===== src/rtl/cro_pkg.sv =====
// ----------------------------------------------------------------------------
// Channel reorder buffer package
// Shared constants, codes and types for the reorder buffer and its cells.
// ----------------------------------------------------------------------------
package cro_pkg;

   localparam int DEPTH        = 16;
   localparam int SEQ_BITS     = 16;
   localparam int PAYLOAD_BITS = 32;

   localparam logic [SEQ_BITS-1:0] HALF_SPAN = {1'b0, {(SEQ_BITS-1){1'b1}}};

   localparam logic [1:0] MODE_ENQUEUE  = 2'd0;
   localparam logic [1:0] MODE_DEQUEUE  = 2'd1;
   localparam logic [1:0] MODE_OUTGOING = 2'd2;

   localparam logic [2:0] STATUS_STORED    = 3'd0;
   localparam logic [2:0] STATUS_STALE     = 3'd1;
   localparam logic [2:0] STATUS_DUPLICATE = 3'd2;
   localparam logic [2:0] STATUS_FULL      = 3'd3;
   localparam logic [2:0] STATUS_DELIVERED = 3'd4;
   localparam logic [2:0] STATUS_NONE      = 3'd5;
   localparam logic [2:0] STATUS_OUTGOING  = 3'd6;

   typedef enum logic {
      ST_IDLE,
      ST_EXEC
   } cro_state_type;

   typedef struct packed {
      logic                    valid;
      logic [SEQ_BITS-1:0]     key;
      logic [PAYLOAD_BITS-1:0] payload;
   } cro_entry_type;

   typedef struct packed {
      logic                    capture;
      logic                    insert;
      logic                    pop;
      logic [SEQ_BITS-1:0]     cmp_key;
      logic [SEQ_BITS-1:0]     ins_key;
      logic [PAYLOAD_BITS-1:0] ins_payload;
   } cro_cell_ctl_type;

endpackage


===== src/rtl/cro_if.sv =====
// ----------------------------------------------------------------------------
// Channel reorder buffer interfaces
// Valid/ready channels for request beats and response beats.
// ----------------------------------------------------------------------------
interface cro_req_if;
   logic                             valid;
   logic                             ready;
   logic [1:0]                       mode;
   logic [cro_pkg::SEQ_BITS-1:0]     sequence_req;
   logic [cro_pkg::PAYLOAD_BITS-1:0] payload;

   modport source (output valid, output mode, output sequence_req, output payload,
                   input ready);
   modport sink (input valid, input mode, input sequence_req, input payload,
                 output ready);
endinterface

interface cro_rsp_if;
   logic                             valid;
   logic                             ready;
   logic [2:0]                       status;
   logic [cro_pkg::PAYLOAD_BITS-1:0] out_payload;
   logic [cro_pkg::SEQ_BITS-1:0]     out_sequence;

   modport source (output valid, output status, output out_payload, output out_sequence,
                   input ready);
   modport sink (input valid, input status, input out_payload, input out_sequence,
                 output ready);
endinterface


===== src/rtl/channel_reorder_buffer.sv =====
// ----------------------------------------------------------------------------
// Channel reorder buffer
// Per-channel packet reorder buffer built as a sorted chain of cells.
// ----------------------------------------------------------------------------
// Request beats on req_chan carry a mode (enqueue, dequeue head, take next
// outgoing number), a sequence number and a payload handle. Each request
// produces exactly one response beat on rsp_chan with a status, a payload
// handle and a sequence number. The csr port sets the channel mode: ordered
// delivery or sequenced delivery that drops stale packets.
// Entries sit in a row of cells kept sorted by key, smallest at the head.
// In the accept cycle of a request every cell latches its compare flags
// against the incoming key. Then in ST_EXEC, once no response is pending
// or the pending one is taken, the chain shifts in one step to insert or
// pop and the response register is loaded. A new request is accepted only
// in ST_IDLE, after the last one has committed. If the receiver stalls, one
// response waits in the output register while the next request is accepted;
// its commit then waits until that response is taken.
// Reset clears the valid bit of every cell and the sequence counters directly;
// no clearing pass follows.
// ----------------------------------------------------------------------------
module channel_reorder_buffer (
   input  logic    clock,
   input  logic    reset,
   cro_req_if.sink req_chan,
   cro_rsp_if.source rsp_chan,
   input  logic    csr_we,
   input  logic    csr_wdata
);
   import cro_pkg::*;

   cro_state_type           state_ff, state_in;
   logic                    channel_mode_ff;
   logic [1:0]              cmd_mode_ff;
   logic [SEQ_BITS-1:0]     cmd_seq_ff;
   logic [PAYLOAD_BITS-1:0] cmd_payload_ff;
   logic [SEQ_BITS-1:0]     next_enqueue_ff, next_enqueue_in;
   logic [SEQ_BITS-1:0]     next_dequeue_ff, next_dequeue_in;
   logic [SEQ_BITS-1:0]     outgoing_ff, outgoing_in;
   logic                    rsp_valid_ff, rsp_valid_in;
   logic [2:0]              rsp_status_ff, rsp_status_in;
   logic [PAYLOAD_BITS-1:0] rsp_payload_ff, rsp_payload_in;
   logic [SEQ_BITS-1:0]     rsp_sequence_ff, rsp_sequence_in;

   cro_cell_ctl_type        ctl;
   logic                    accept;
   logic                    commit;
   cro_entry_type           cell_entry [DEPTH];
   logic [DEPTH-1:0]        gt_vec;
   logic [DEPTH-1:0]        eq_vec;
   logic [DEPTH-1:0]        vld_vec;
   logic [DEPTH-1:0]        sorted_ok;
   logic [SEQ_BITS-1:0]     enq_dist;
   logic [SEQ_BITS-1:0]     deq_dist;
   logic                    stale;
   logic                    eligible;

   for (genvar i = 0; i < DEPTH; i++) begin : g_cell
      cro_entry_type prev_e;
      cro_entry_type next_e;
      logic          prev_g;
      if (i == 0) begin : g_first
         assign prev_e = '0;
         assign prev_g = 1'b0;
      end else begin : g_mid
         assign prev_e = cell_entry[i-1];
         assign prev_g = gt_vec[i-1];
      end
      if (i == DEPTH-1) begin : g_last
         assign next_e = '0;
      end else begin : g_rest
         assign next_e = cell_entry[i+1];
      end
      cro_cell u_cell (
         .clock      (clock),
         .reset      (reset),
         .ctl        (ctl),
         .prev_entry (prev_e),
         .prev_gt    (prev_g),
         .next_entry (next_e),
         .entry      (cell_entry[i]),
         .gt         (gt_vec[i]),
         .eq         (eq_vec[i])
      );
      assign vld_vec[i] = cell_entry[i].valid;
   end

   always_comb begin
      for (int i = 0; i < DEPTH; i++) begin
         if (i == DEPTH-1) begin
            sorted_ok[i] = 1'b1;
         end else begin
            sorted_ok[i] = !cell_entry[i+1].valid ||
                           (cell_entry[i].valid && (cell_entry[i].key < cell_entry[i+1].key));
         end
      end
   end

   assign accept   = req_chan.valid && req_chan.ready;
   assign enq_dist = next_enqueue_ff - cmd_seq_ff;
   assign deq_dist = cell_entry[0].key - next_dequeue_ff;
   assign stale    = (cmd_seq_ff != next_enqueue_ff) && (enq_dist < HALF_SPAN);
   assign eligible = cell_entry[0].valid &&
                     (channel_mode_ff || (cell_entry[0].key == next_dequeue_ff) ||
                      (deq_dist > HALF_SPAN));

   always_comb begin
      state_in        = state_ff;
      next_enqueue_in = next_enqueue_ff;
      next_dequeue_in = next_dequeue_ff;
      outgoing_in     = outgoing_ff;
      rsp_valid_in    = rsp_valid_ff && !rsp_chan.ready;
      rsp_status_in   = rsp_status_ff;
      rsp_payload_in  = rsp_payload_ff;
      rsp_sequence_in = rsp_sequence_ff;
      commit          = 1'b0;
      ctl.capture     = accept;
      ctl.insert      = 1'b0;
      ctl.pop         = 1'b0;
      ctl.cmp_key     = req_chan.sequence_req;
      ctl.ins_key     = cmd_seq_ff;
      ctl.ins_payload = cmd_payload_ff;

      unique case (state_ff)
         ST_IDLE: begin
            if (req_chan.valid) begin
               state_in = ST_EXEC;
            end
         end
         ST_EXEC: begin
            if (!rsp_valid_ff || rsp_chan.ready) begin
               commit          = 1'b1;
               state_in        = ST_IDLE;
               rsp_valid_in    = 1'b1;
               rsp_status_in   = STATUS_NONE;
               rsp_payload_in  = '0;
               rsp_sequence_in = '0;
               unique case (cmd_mode_ff)
                  MODE_ENQUEUE: begin
                     if (channel_mode_ff && stale) begin
                        rsp_status_in = STATUS_STALE;
                     end else begin
                        if (channel_mode_ff) begin
                           next_enqueue_in = SEQ_BITS'(cmd_seq_ff + 1'b1);
                        end
                        priority if (|eq_vec) begin
                           rsp_status_in = STATUS_DUPLICATE;
                        end else if (vld_vec[DEPTH-1]) begin
                           rsp_status_in = STATUS_FULL;
                        end else begin
                           rsp_status_in = STATUS_STORED;
                           ctl.insert    = 1'b1;
                        end
                     end
                  end
                  MODE_DEQUEUE: begin
                     if (eligible) begin
                        rsp_status_in   = STATUS_DELIVERED;
                        rsp_payload_in  = cell_entry[0].payload;
                        rsp_sequence_in = cell_entry[0].key;
                        next_dequeue_in = SEQ_BITS'(cell_entry[0].key + 1'b1);
                        ctl.pop         = 1'b1;
                     end
                  end
                  MODE_OUTGOING: begin
                     rsp_status_in   = STATUS_OUTGOING;
                     rsp_sequence_in = outgoing_ff;
                     outgoing_in     = SEQ_BITS'(outgoing_ff + 1'b1);
                  end
                  default: begin
                     rsp_status_in = STATUS_NONE;
                  end
               endcase
            end
         end
         default: begin
            state_in = ST_IDLE;
         end
      endcase
   end

   always_ff @(posedge clock) begin
      if (reset) begin
         state_ff        <= ST_IDLE;
         channel_mode_ff <= 1'b0;
         next_enqueue_ff <= '0;
         next_dequeue_ff <= '0;
         outgoing_ff     <= '0;
         rsp_valid_ff    <= 1'b0;
      end else begin
         state_ff        <= state_in;
         next_enqueue_ff <= next_enqueue_in;
         next_dequeue_ff <= next_dequeue_in;
         outgoing_ff     <= outgoing_in;
         rsp_valid_ff    <= rsp_valid_in;
         if (csr_we) begin
            channel_mode_ff <= csr_wdata;
         end
      end
   end

   always_ff @(posedge clock) begin
      rsp_status_ff   <= rsp_status_in;
      rsp_payload_ff  <= rsp_payload_in;
      rsp_sequence_ff <= rsp_sequence_in;
      if (accept) begin
         cmd_mode_ff    <= req_chan.mode;
         cmd_seq_ff     <= req_chan.sequence_req;
         cmd_payload_ff <= req_chan.payload;
      end
   end

   assign req_chan.ready        = (state_ff == ST_IDLE);
   assign rsp_chan.valid        = rsp_valid_ff;
   assign rsp_chan.status       = rsp_status_ff;
   assign rsp_chan.out_payload  = rsp_payload_ff;
   assign rsp_chan.out_sequence = rsp_sequence_ff;

   // Valid entries stay packed at the head of the chain.
   a_packed: assert property (@(posedge clock) disable iff (reset)
      (vld_vec & (vld_vec + 1'b1)) == '0)
      else $error("reorder chain has a gap between valid cells");

   // Valid entries stay in strictly ascending key order.
   a_sorted: assert property (@(posedge clock) disable iff (reset)
      &sorted_ok)
      else $error("reorder chain is out of key order");

   // A commit never overwrites a response beat that has not been taken.
   a_no_overwrite: assert property (@(posedge clock) disable iff (reset)
      commit |-> (!rsp_valid_ff || rsp_chan.ready))
      else $error("response beat overwritten before it was taken");

   // An insert never happens with a full chain, so no entry falls off the end.
   a_no_overflow: assert property (@(posedge clock) disable iff (reset)
      ctl.insert |-> !vld_vec[DEPTH-1])
      else $error("insert into a full reorder chain");

endmodule


===== src/rtl/cro_cell.sv =====
// ----------------------------------------------------------------------------
// Reorder buffer cell
// One slot of the sorted chain: holds an entry, latches its compare flags
// against an incoming key, and on a shift takes the new entry or data from either neighbor.
// ----------------------------------------------------------------------------
module cro_cell (
   input  logic                      clock,
   input  logic                      reset,
   input  cro_pkg::cro_cell_ctl_type ctl,
   input  cro_pkg::cro_entry_type    prev_entry,
   input  logic                      prev_gt,
   input  cro_pkg::cro_entry_type    next_entry,
   output cro_pkg::cro_entry_type    entry,
   output logic                      gt,
   output logic                      eq
);
   import cro_pkg::*;

   cro_entry_type entry_ff, entry_in;
   logic          gt_ff, gt_in;
   logic          eq_ff, eq_in;

   always_comb begin
      gt_in    = gt_ff;
      eq_in    = eq_ff;
      entry_in = entry_ff;
      if (ctl.capture) begin
         gt_in = !entry_ff.valid || (entry_ff.key > ctl.cmp_key);
         eq_in = entry_ff.valid && (entry_ff.key == ctl.cmp_key);
      end
      priority if (ctl.insert && gt_ff && !prev_gt) begin
         entry_in.valid   = 1'b1;
         entry_in.key     = ctl.ins_key;
         entry_in.payload = ctl.ins_payload;
      end else if (ctl.insert && gt_ff) begin
         entry_in = prev_entry;
      end else if (ctl.pop) begin
         entry_in = next_entry;
      end else begin
         entry_in = entry_ff;
      end
   end

   always_ff @(posedge clock) begin
      if (reset) begin
         entry_ff.valid <= 1'b0;
      end else begin
         entry_ff.valid <= entry_in.valid;
      end
      entry_ff.key     <= entry_in.key;
      entry_ff.payload <= entry_in.payload;
      gt_ff            <= gt_in;
      eq_ff            <= eq_in;
   end

   assign entry = entry_ff;
   assign gt    = gt_ff;
   assign eq    = eq_ff;

endmodule


===== src/flat_wrapper.sv =====
// flat-port wrapper written by rule: the top's interface ports become plain ports
module channel_reorder_buffer_flat import cro_pkg::*;
  (clock, reset, csr_we, csr_wdata, req_chan_valid, req_chan_mode, req_chan_sequence_req, req_chan_payload, req_chan_ready, rsp_chan_valid, rsp_chan_status, rsp_chan_out_payload, rsp_chan_out_sequence, rsp_chan_ready);
  cro_req_if req_chan_i ();
  cro_rsp_if rsp_chan_i ();
  input  logic clock;
  input  logic reset;
  input  logic csr_we;
  input  logic csr_wdata;
  input wire logic [$bits(req_chan_i.valid)-1:0] req_chan_valid;
  input wire logic [$bits(req_chan_i.mode)-1:0] req_chan_mode;
  input wire logic [$bits(req_chan_i.sequence_req)-1:0] req_chan_sequence_req;
  input wire logic [$bits(req_chan_i.payload)-1:0] req_chan_payload;
  output wire logic [$bits(req_chan_i.ready)-1:0] req_chan_ready;
  output wire logic [$bits(rsp_chan_i.valid)-1:0] rsp_chan_valid;
  output wire logic [$bits(rsp_chan_i.status)-1:0] rsp_chan_status;
  output wire logic [$bits(rsp_chan_i.out_payload)-1:0] rsp_chan_out_payload;
  output wire logic [$bits(rsp_chan_i.out_sequence)-1:0] rsp_chan_out_sequence;
  input wire logic [$bits(rsp_chan_i.ready)-1:0] rsp_chan_ready;
  assign req_chan_i.valid = req_chan_valid;
  assign req_chan_i.mode = req_chan_mode;
  assign req_chan_i.sequence_req = req_chan_sequence_req;
  assign req_chan_i.payload = req_chan_payload;
  assign req_chan_ready = req_chan_i.ready;
  assign rsp_chan_valid = rsp_chan_i.valid;
  assign rsp_chan_status = rsp_chan_i.status;
  assign rsp_chan_out_payload = rsp_chan_i.out_payload;
  assign rsp_chan_out_sequence = rsp_chan_i.out_sequence;
  assign rsp_chan_i.ready = rsp_chan_ready;
  channel_reorder_buffer u_core (.clock(clock), .reset(reset), .req_chan(req_chan_i), .rsp_chan(rsp_chan_i), .csr_we(csr_we), .csr_wdata(csr_wdata));
endmodule

===== config.mk =====
export PLATFORM = sky130hd
export DESIGN_NAME = channel_reorder_buffer_flat
export DESIGN_NICKNAME = d
export VERILOG_FILES = /design/src/rtl/cro_pkg.sv /design/src/rtl/cro_if.sv /design/src/rtl/channel_reorder_buffer.sv /design/src/rtl/cro_cell.sv /design/src/flat_wrapper.sv
export SDC_FILE = /design/constraint.sdc
export NUM_CORES = 2
export LEC_CHECK = 0
export BUFFER_PORTS_ARGS = -buffer_cell sky130_fd_sc_hd__buf_2
export CAP_MARGIN = 20
export CELL_PAD_IN_SITES_DETAIL_PLACEMENT = 0
export CELL_PAD_IN_SITES_GLOBAL_PLACEMENT = 2
export CORE_AREA = 5 5 400 402
export DETAILED_ROUTE_END_ITERATION = 8
export DIE_AREA = 0 0 405 407
export GPL_ROUTABILITY_DRIVEN = 1
export HOLD_SLACK_MARGIN = 0.08
export MAX_ROUTING_LAYER = met4
export PLACE_DENSITY = 0.64
export SYNTH_ARGS = -nofsm -noshare
export SYNTH_HDL_FRONTEND = slang
export SYNTH_SLANG_ARGS = --single-unit

===== constraint.sdc =====
create_clock -name clock -period 7.93 [get_ports clock]
set_clock_uncertainty 0.1 [all_clocks]
set_input_delay 0.793 -clock clock [delete_from_list [all_inputs] [get_ports clock]]
set_output_delay 0.793 -clock clock [all_outputs]
set_load 0.05 [all_outputs]

[After elaboration in Yosys (flattened, before gate mapping)]
Index checks and enable logic that the tools add are counted.
Storage, ports and cells
  word-level logic and storage cells: 331
  input port bits: 56
  flip-flop bits (word level): 968
  output and inout bits: 53
Operators by class
  $add $sub $neg: 5
  magnitude comparators: 18
  mux-type cells: 67
  equality and inequality tests: 20
  reduce and logical (&&, ||, !) cells: 127
  bitwise operators: 2
Operator list (number)
  49-bit 2-to-1 mux: 47
  16-bit == test: 17
  16-bit greater-than comparator: 16
  1-bit logical AND: 52
  16-bit by 1-bit adder with 16-bit output, second input constant: 3
  3-bit nonzero test: 15
  1-bit zero test: 33
  16-bit one-hot mux with 2 select lines: 1
  16-bit subtractor: 2
  1-bit logical OR: 19
  16-bit by 15-bit greater-than comparator with 1-bit output, second input constant: 1
  16-bit by 15-bit less-than comparator with 1-bit output, second input constant: 1
  16-bit 2-to-1 mux: 1
  16-bit != test: 1
  16-bit OR reduction: 1
  1-bit 2-to-1 mux: 11
  3-bit one-hot mux with 3 select lines: 1
  2-bit 2-to-1 mux: 3
  3-bit 2-to-1 mux: 2
  5-bit AND reduction: 1
  2-bit AND reduction: 2
  4-bit AND reduction: 1
  3-bit AND reduction: 1
  2-bit by 1-bit == test with 1-bit output, second input constant: 1
  5 further kinds: 6

[Longest topological paths before layout]
  depth after elaboration: 11
  gate-level depth with buffers: 17
  gate-level depth less buffers: 11

[Cells and area by module]
A second synthesis with hierarchy kept.
Unflattened totals
  cell total of the unflattened synthesis: 5080
  area, all modules: 55223.0 um^2
By module, submodules not included
  cro_cell (u_core.g_cell[2].u_cell ...): instances 8, area an instance 2980.4 um^2, sequential area each 1521.5 um^2, cells each 275
  cro_cell (u_core.g_cell[0].u_cell ...): instances 8, area an instance 2969.1 um^2, sequential area each 1521.5 um^2, cells each 276
  channel_reorder_buffer: instances 1, area an instance 7627.3 um^2, sequential area each 4053.9 um^2, cells each 672

[Worst setup path before layout]
No wires, ideal clock.
  path kind: input port to flip-flop
  start: in rsp_chan_ready
  end: reg u_core.g_cell[15].u_cell.entry_ff, in the netlist u_core.g_cell[15].u_cell.entry[0], enable pin
  setup time: 0.406 ns
  slack: 1.383 ns
  stages: 10
  path buffers: 4
  data arrival time: 6.041 ns
  required time: 7.424 ns
  path through: inv_1 a21oi_1 and2_1 clkbuf_1 clkbuf_1 and2_1 nand3b_1 buf_2 buf_2 nand2_1
Between the ends
  longest elaborated chain between the ends: 6
RTL lines
  start: declaration: RTL line flat_wrapper.sv:19  | input wire logic [$bits(rsp_chan_i.ready)-1:0] rsp_chan_ready;
  1-bit logical OR *: RTL line channel_reorder_buffer.sv:130  | if (!rsp_valid_ff || rsp_chan.ready) begin
  2-bit 2-to-1 mux *: RTL line channel_reorder_buffer.sv:130
  2-bit 2-to-1 mux *: RTL line channel_reorder_buffer.sv:123  | unique case (state_ff)
  1-bit logical AND: RTL line cro_cell.sv:31, cro_cell.sv:35
  1-bit logical AND: RTL line cro_cell.sv:31  | priority if (ctl.insert && gt_ff && !prev_gt) begin
  3-bit nonzero test (no line) *
  end: declaration: RTL line cro_cell.sv:19  | cro_entry_type entry_ff, entry_in;
Mark *: on every way between the ends. The rest lies on a longest branch, timed or not.
A chain may end at the register's enable or synchronous reset.

[Final worst setup path]
  start: reg u_core.cmd_seq_ff[0]
  end: reg u_core.g_cell[0].u_cell.entry_ff, in the netlist u_core.g_cell[0].u_cell.entry[12], enable pin
Between the ends
  longest elaborated chain between the ends: 10
  elaborated cells on any way between the ends: 11
  classes of those cells: add/sub (1); order compare (1); eq/ne (1); mux (4); reduce/logical (4)
RTL lines
  start: declaration: RTL line channel_reorder_buffer.sv:34  | logic [SEQ_BITS-1:0] cmd_seq_ff;
  start signal: assignment: RTL line channel_reorder_buffer.sv:207  | cmd_seq_ff <= req_chan.sequence_req;
  16-bit subtractor: RTL line channel_reorder_buffer.sv:99  | assign enq_dist = next_enqueue_ff - cmd_seq_ff;
  16-bit by 15-bit less-than comparator with 1-bit output: RTL line channel_reorder_buffer.sv:101  | assign stale = (cmd_seq_ff != next_enqueue_ff) && (enq_dist < HALF_SPAN);
  1-bit logical AND *: RTL line channel_reorder_buffer.sv:101
  1-bit logical AND *: RTL line channel_reorder_buffer.sv:139  | if (channel_mode_ff && stale) begin
  1-bit 2-to-1 mux *: RTL line channel_reorder_buffer.sv:139
  1-bit 2-to-1 mux *: RTL line channel_reorder_buffer.sv:137  | unique case (cmd_mode_ff)
  2-bit 2-to-1 mux *: RTL line channel_reorder_buffer.sv:130
  2-bit 2-to-1 mux *: RTL line channel_reorder_buffer.sv:123
  1-bit logical AND *: RTL line cro_cell.sv:31, cro_cell.sv:35
  2-bit nonzero test (no line) *
  end: declaration: RTL line cro_cell.sv:19
Marked as above.

==> results.yml <==
timing:
  maxSlewViolCount: 0
  setup_ws_ns: 1.86
  setup_tns_ns: 0
  worstMarginPinSlew_ns: 1.09
  rsz0062_at_grt: "no"
  layout_min_cycle_time_ns: 6.07
  relSlewSlack: 0.268
  timing.fmax_mhz: 165
  setup_viol: 0
  worst_hold_slack_ns: 0.151
  post-route-period-util: 0.765
  hold_viol: 0
placement:
  hpwl_mm: 125
  portBuffers: 108
  pre_cts_ws_ns: 1.80
  dpl.cell_count: 6715
  gp_congestion: 0.835
pwr:
  total_power_mw: 11.5
  pwr_density_cell_nw_per_um2: 189
  p_leak_nw: 26.1
  vdd_drop_max_mv: 0.198
clocking:
  cts_root_buf: "clkbuf_16"
  clkTransAtPathRegs_ns: 0.06
  cts_max_path_buffers: 3
  cts_tree: "done"
  htreeDepth: 3
  clk_latency_ns: 0.76
  cts_buffers: 115
  cts.sinks: 968
drt:
  finalWirelength_mm: 185
  antenna_left: 0
  drt_iter0_drc: 2775
  drc: 0
  first_pass_iters: 7
  via_per_inst: 5.63
  wire_per_inst_um: 26.5
  routed-via-count: 39223
logic_synthesis:
  synth_flop_cell: "edfxtp_1"
  synth_common_cells: "1183 x o21ai_0, 901 x edfxtp_1, 737 x mux2i_1, 373 x clkbuf_1, 295 x ha_1"
  yosysMostFrequentCell: "o21ai_0"
  ys_ff_latch: 968
  synth_top_area_cell: "edfxtp_1"
  synth_warnings: 0
  seq_area_frac_synth: 0.525
  synth_area_per_cell_sq_um: 11.2
  postSynthCellCount: 4832
  yosysUniqueCellTypes: 64
  synth_top_area_share: 0.500
  async_reset_ff_frac: 0
  synth_edf_count: 901
  synth_area_leaders: "edfxtp_1 50%, mux2i_1 14%, o21ai_0 11%, ha_1 6.8%, clkbuf_1 2.6%"
  synth_nets: 5184
  syn_area_sq_um: 54100
grt:
  antenna_found_initial: 2
  grt_max_degree: 91
  grt_pass1_wl_mm: 275
  grt-ovfl-total: 0
  grt_pass1_vias: 41087
  grt_use_total: 0.225
outcome:
  status: "completed"
critical_path:
  cp_data_required_time_ns: 8.21
  startpoint_type: "register"
  r2r_cells: 12
  crit_fanout: 39
  crit_arrival_ns: 6.35
  path_class: "reg2reg"
  endpoint_kind: "register"
job:
  max_cap_violations: 0
cells_and_area:
  seqCellArea_sq_um: 28400
  instances_no_fill: 6964
  fin_nets: 5159
  drive_above_1_share: 0.0987
  n_fill_cell: 15330
  area_growth_pct: 12.6
  multi_input_area_sq_um: 24000
die:
  start_util: 0.348
  ioPinCount: 109
  die_h_um: 407
  core_sq_um: 156000
  die_width_um: 405
  design.die.area_sq_um: 165000
  core.rowCount: 145
worst_hold_path:
  whs_path_depth: 1
  worstHoldPathType: "in2reg"
==> layout make-up <==
class	count	share of cell area
antenna	2	0.0000821
clock buffer	138	0.0495
clock inverter	76	0.0128
inverter	87	0.00536
multi-input combinational	3377	0.394
sequential	968	0.466
tap	2058	0.0423
timing repair buffer	258	0.0301
==> through the flow <==
stage | cell area, sq um | util
after global placement | 56700 | 0.364
after global routing | 60900 | 0.391
after detailed placement | 56800 | 0.365
final | 60900 | 0.391
after CTS | 60900 | 0.391
after floorplan | 54100 | -
==> cells in the final DEF, fill, tap and decap left out, types with 8 or more instances in the layout <==
master / netlist / layout
mux2_2: 47 / 47
nor4b_1: 14 / 14
ha_1: 295 / 295
a21o_1: 51 / 51
bufinv_16: 0 / 11
nor2b_1: 70 / 69
nand3_1: 52 / 49
o21ai_1: 42 / 42
nor3_1: 8 / 8
nor2_1: 146 / 146
nand2_2: 0 / 13
dlygate4sd3_1: 0 / 33
nand2b_1: 44 / 42
buf_2: 9 / 108
nor4_1: 21 / 21
buf_4: 0 / 110
o21ai_0: 1183 / 1183
or3_1: 16 / 16
clkinv_1: 0 / 24
clkbuf_16: 0 / 115
a21oi_1: 105 / 104
a211oi_1: 44 / 44
a22oi_1: 16 / 16
and3_1: 41 / 41
nand2_1: 237 / 220
o31ai_1: 14 / 14
mux2i_1: 737 / 737
clkinv_2: 0 / 26
xor2_1: 15 / 15
inv_1: 87 / 87
xnor2_1: 33 / 33
and4_1: 17 / 17
nand4_1: 57 / 57
clkbuf_1: 373 / 18
edfxtp_1: 901 / 901
dfxtp_1: 67 / 67
==> final timing paths <==
kind | from | end | slack [ns]
worst max-delay path | u_core.cmd_seq_ff[0]$_DFFE_PP_ | u_core.g_cell[0].u_cell.entry[12]$_DFFE_PP_ | 1.86
worst max register to register | u_core.cmd_seq_ff[0]$_DFFE_PP_ | u_core.g_cell[0].u_cell.entry[12]$_DFFE_PP_ | 1.86
worst min-delay path | req_chan_sequence_req[8] | u_core.cmd_seq_ff[8]$_DFFE_PP_ | 0.15
worst min register to register | u_core.next_dequeue_ff[1]$_SDFFE_PP0P_ | u_core.next_dequeue_ff[1]$_SDFFE_PP0P_ | 0.36
==> cells by family (layout without fill, tap and decap cells) <==
| group | after synthesis | after routing | share of synthesized area |
|---|---|---|---|
| other cells | 0 | 2 | 0 |
| compound gates | 1495 | 1495 | 0.147 |
| buf+inv | 487 | 559 | 0.0352 |
| simple gates | 752 | 752 | 0.0699 |
| fa+ha+maj | 296 | 296 | 0.0686 |
| flops | 968 | 968 | 0.525 |
| xor+xnor | 48 | 48 | 0.00777 |
| mux | 786 | 786 | 0.147 |
==> critical path, cell delays in order, from the launching register on <==
cell and delay (ns):
edfxtp_1 0.81, ha_1 0.41, fa_1 0.46, nor2b_1 0.13
o31ai_1 0.12, a21oi_1 0.35, o41ai_1 0.15, xnor2_1 0.86
a31oi_4 0.56, buf_4 0.37, nand3b_4 0.36, nand2_2 0.34
buf_4 0.58
==> state kept, by name (all words and copies together) (netlist names), 2 cells and up <==
register	cells
u_core.outgoing_ff	16
u_core.cmd_seq_ff	16
u_core.cmd_payload_ff	32
u_core.g_cell.u_cell.eq	16
u_core.rsp_chan.out_sequence	16
u_core.cmd_mode_ff	2
u_core.next_enqueue_ff	16
u_core.next_dequeue_ff	16
u_core.g_cell.u_cell.entry	784
u_core.rsp_chan.status	3
u_core.g_cell.u_cell.gt	16
u_core.rsp_chan.out_payload	32
==> where the power goes <==
part	leakage, nW	switching, mW	internal [mW]
Combinational	16.0	0.337	0.147
Sequential	8.31	0.0890	5.55
Clock	1.85	2.32	3.07
Total	26.1	2.75	8.77
==> per-layer routing <==
layer	part of all wire	track usage
met4	0.022	0.0488
met1	0.43	0.280
met2	0.51	0.398
met5	0	-
met3	0.032	0.0247
==> what timing repair did <==
action	CTS	global route
hold buffers	33	0
gates resized for setup	0	0
hold endpoints to repair	33	0
setup buffers	0	0
No activity file was read; power rests on OpenSTA's default activity.
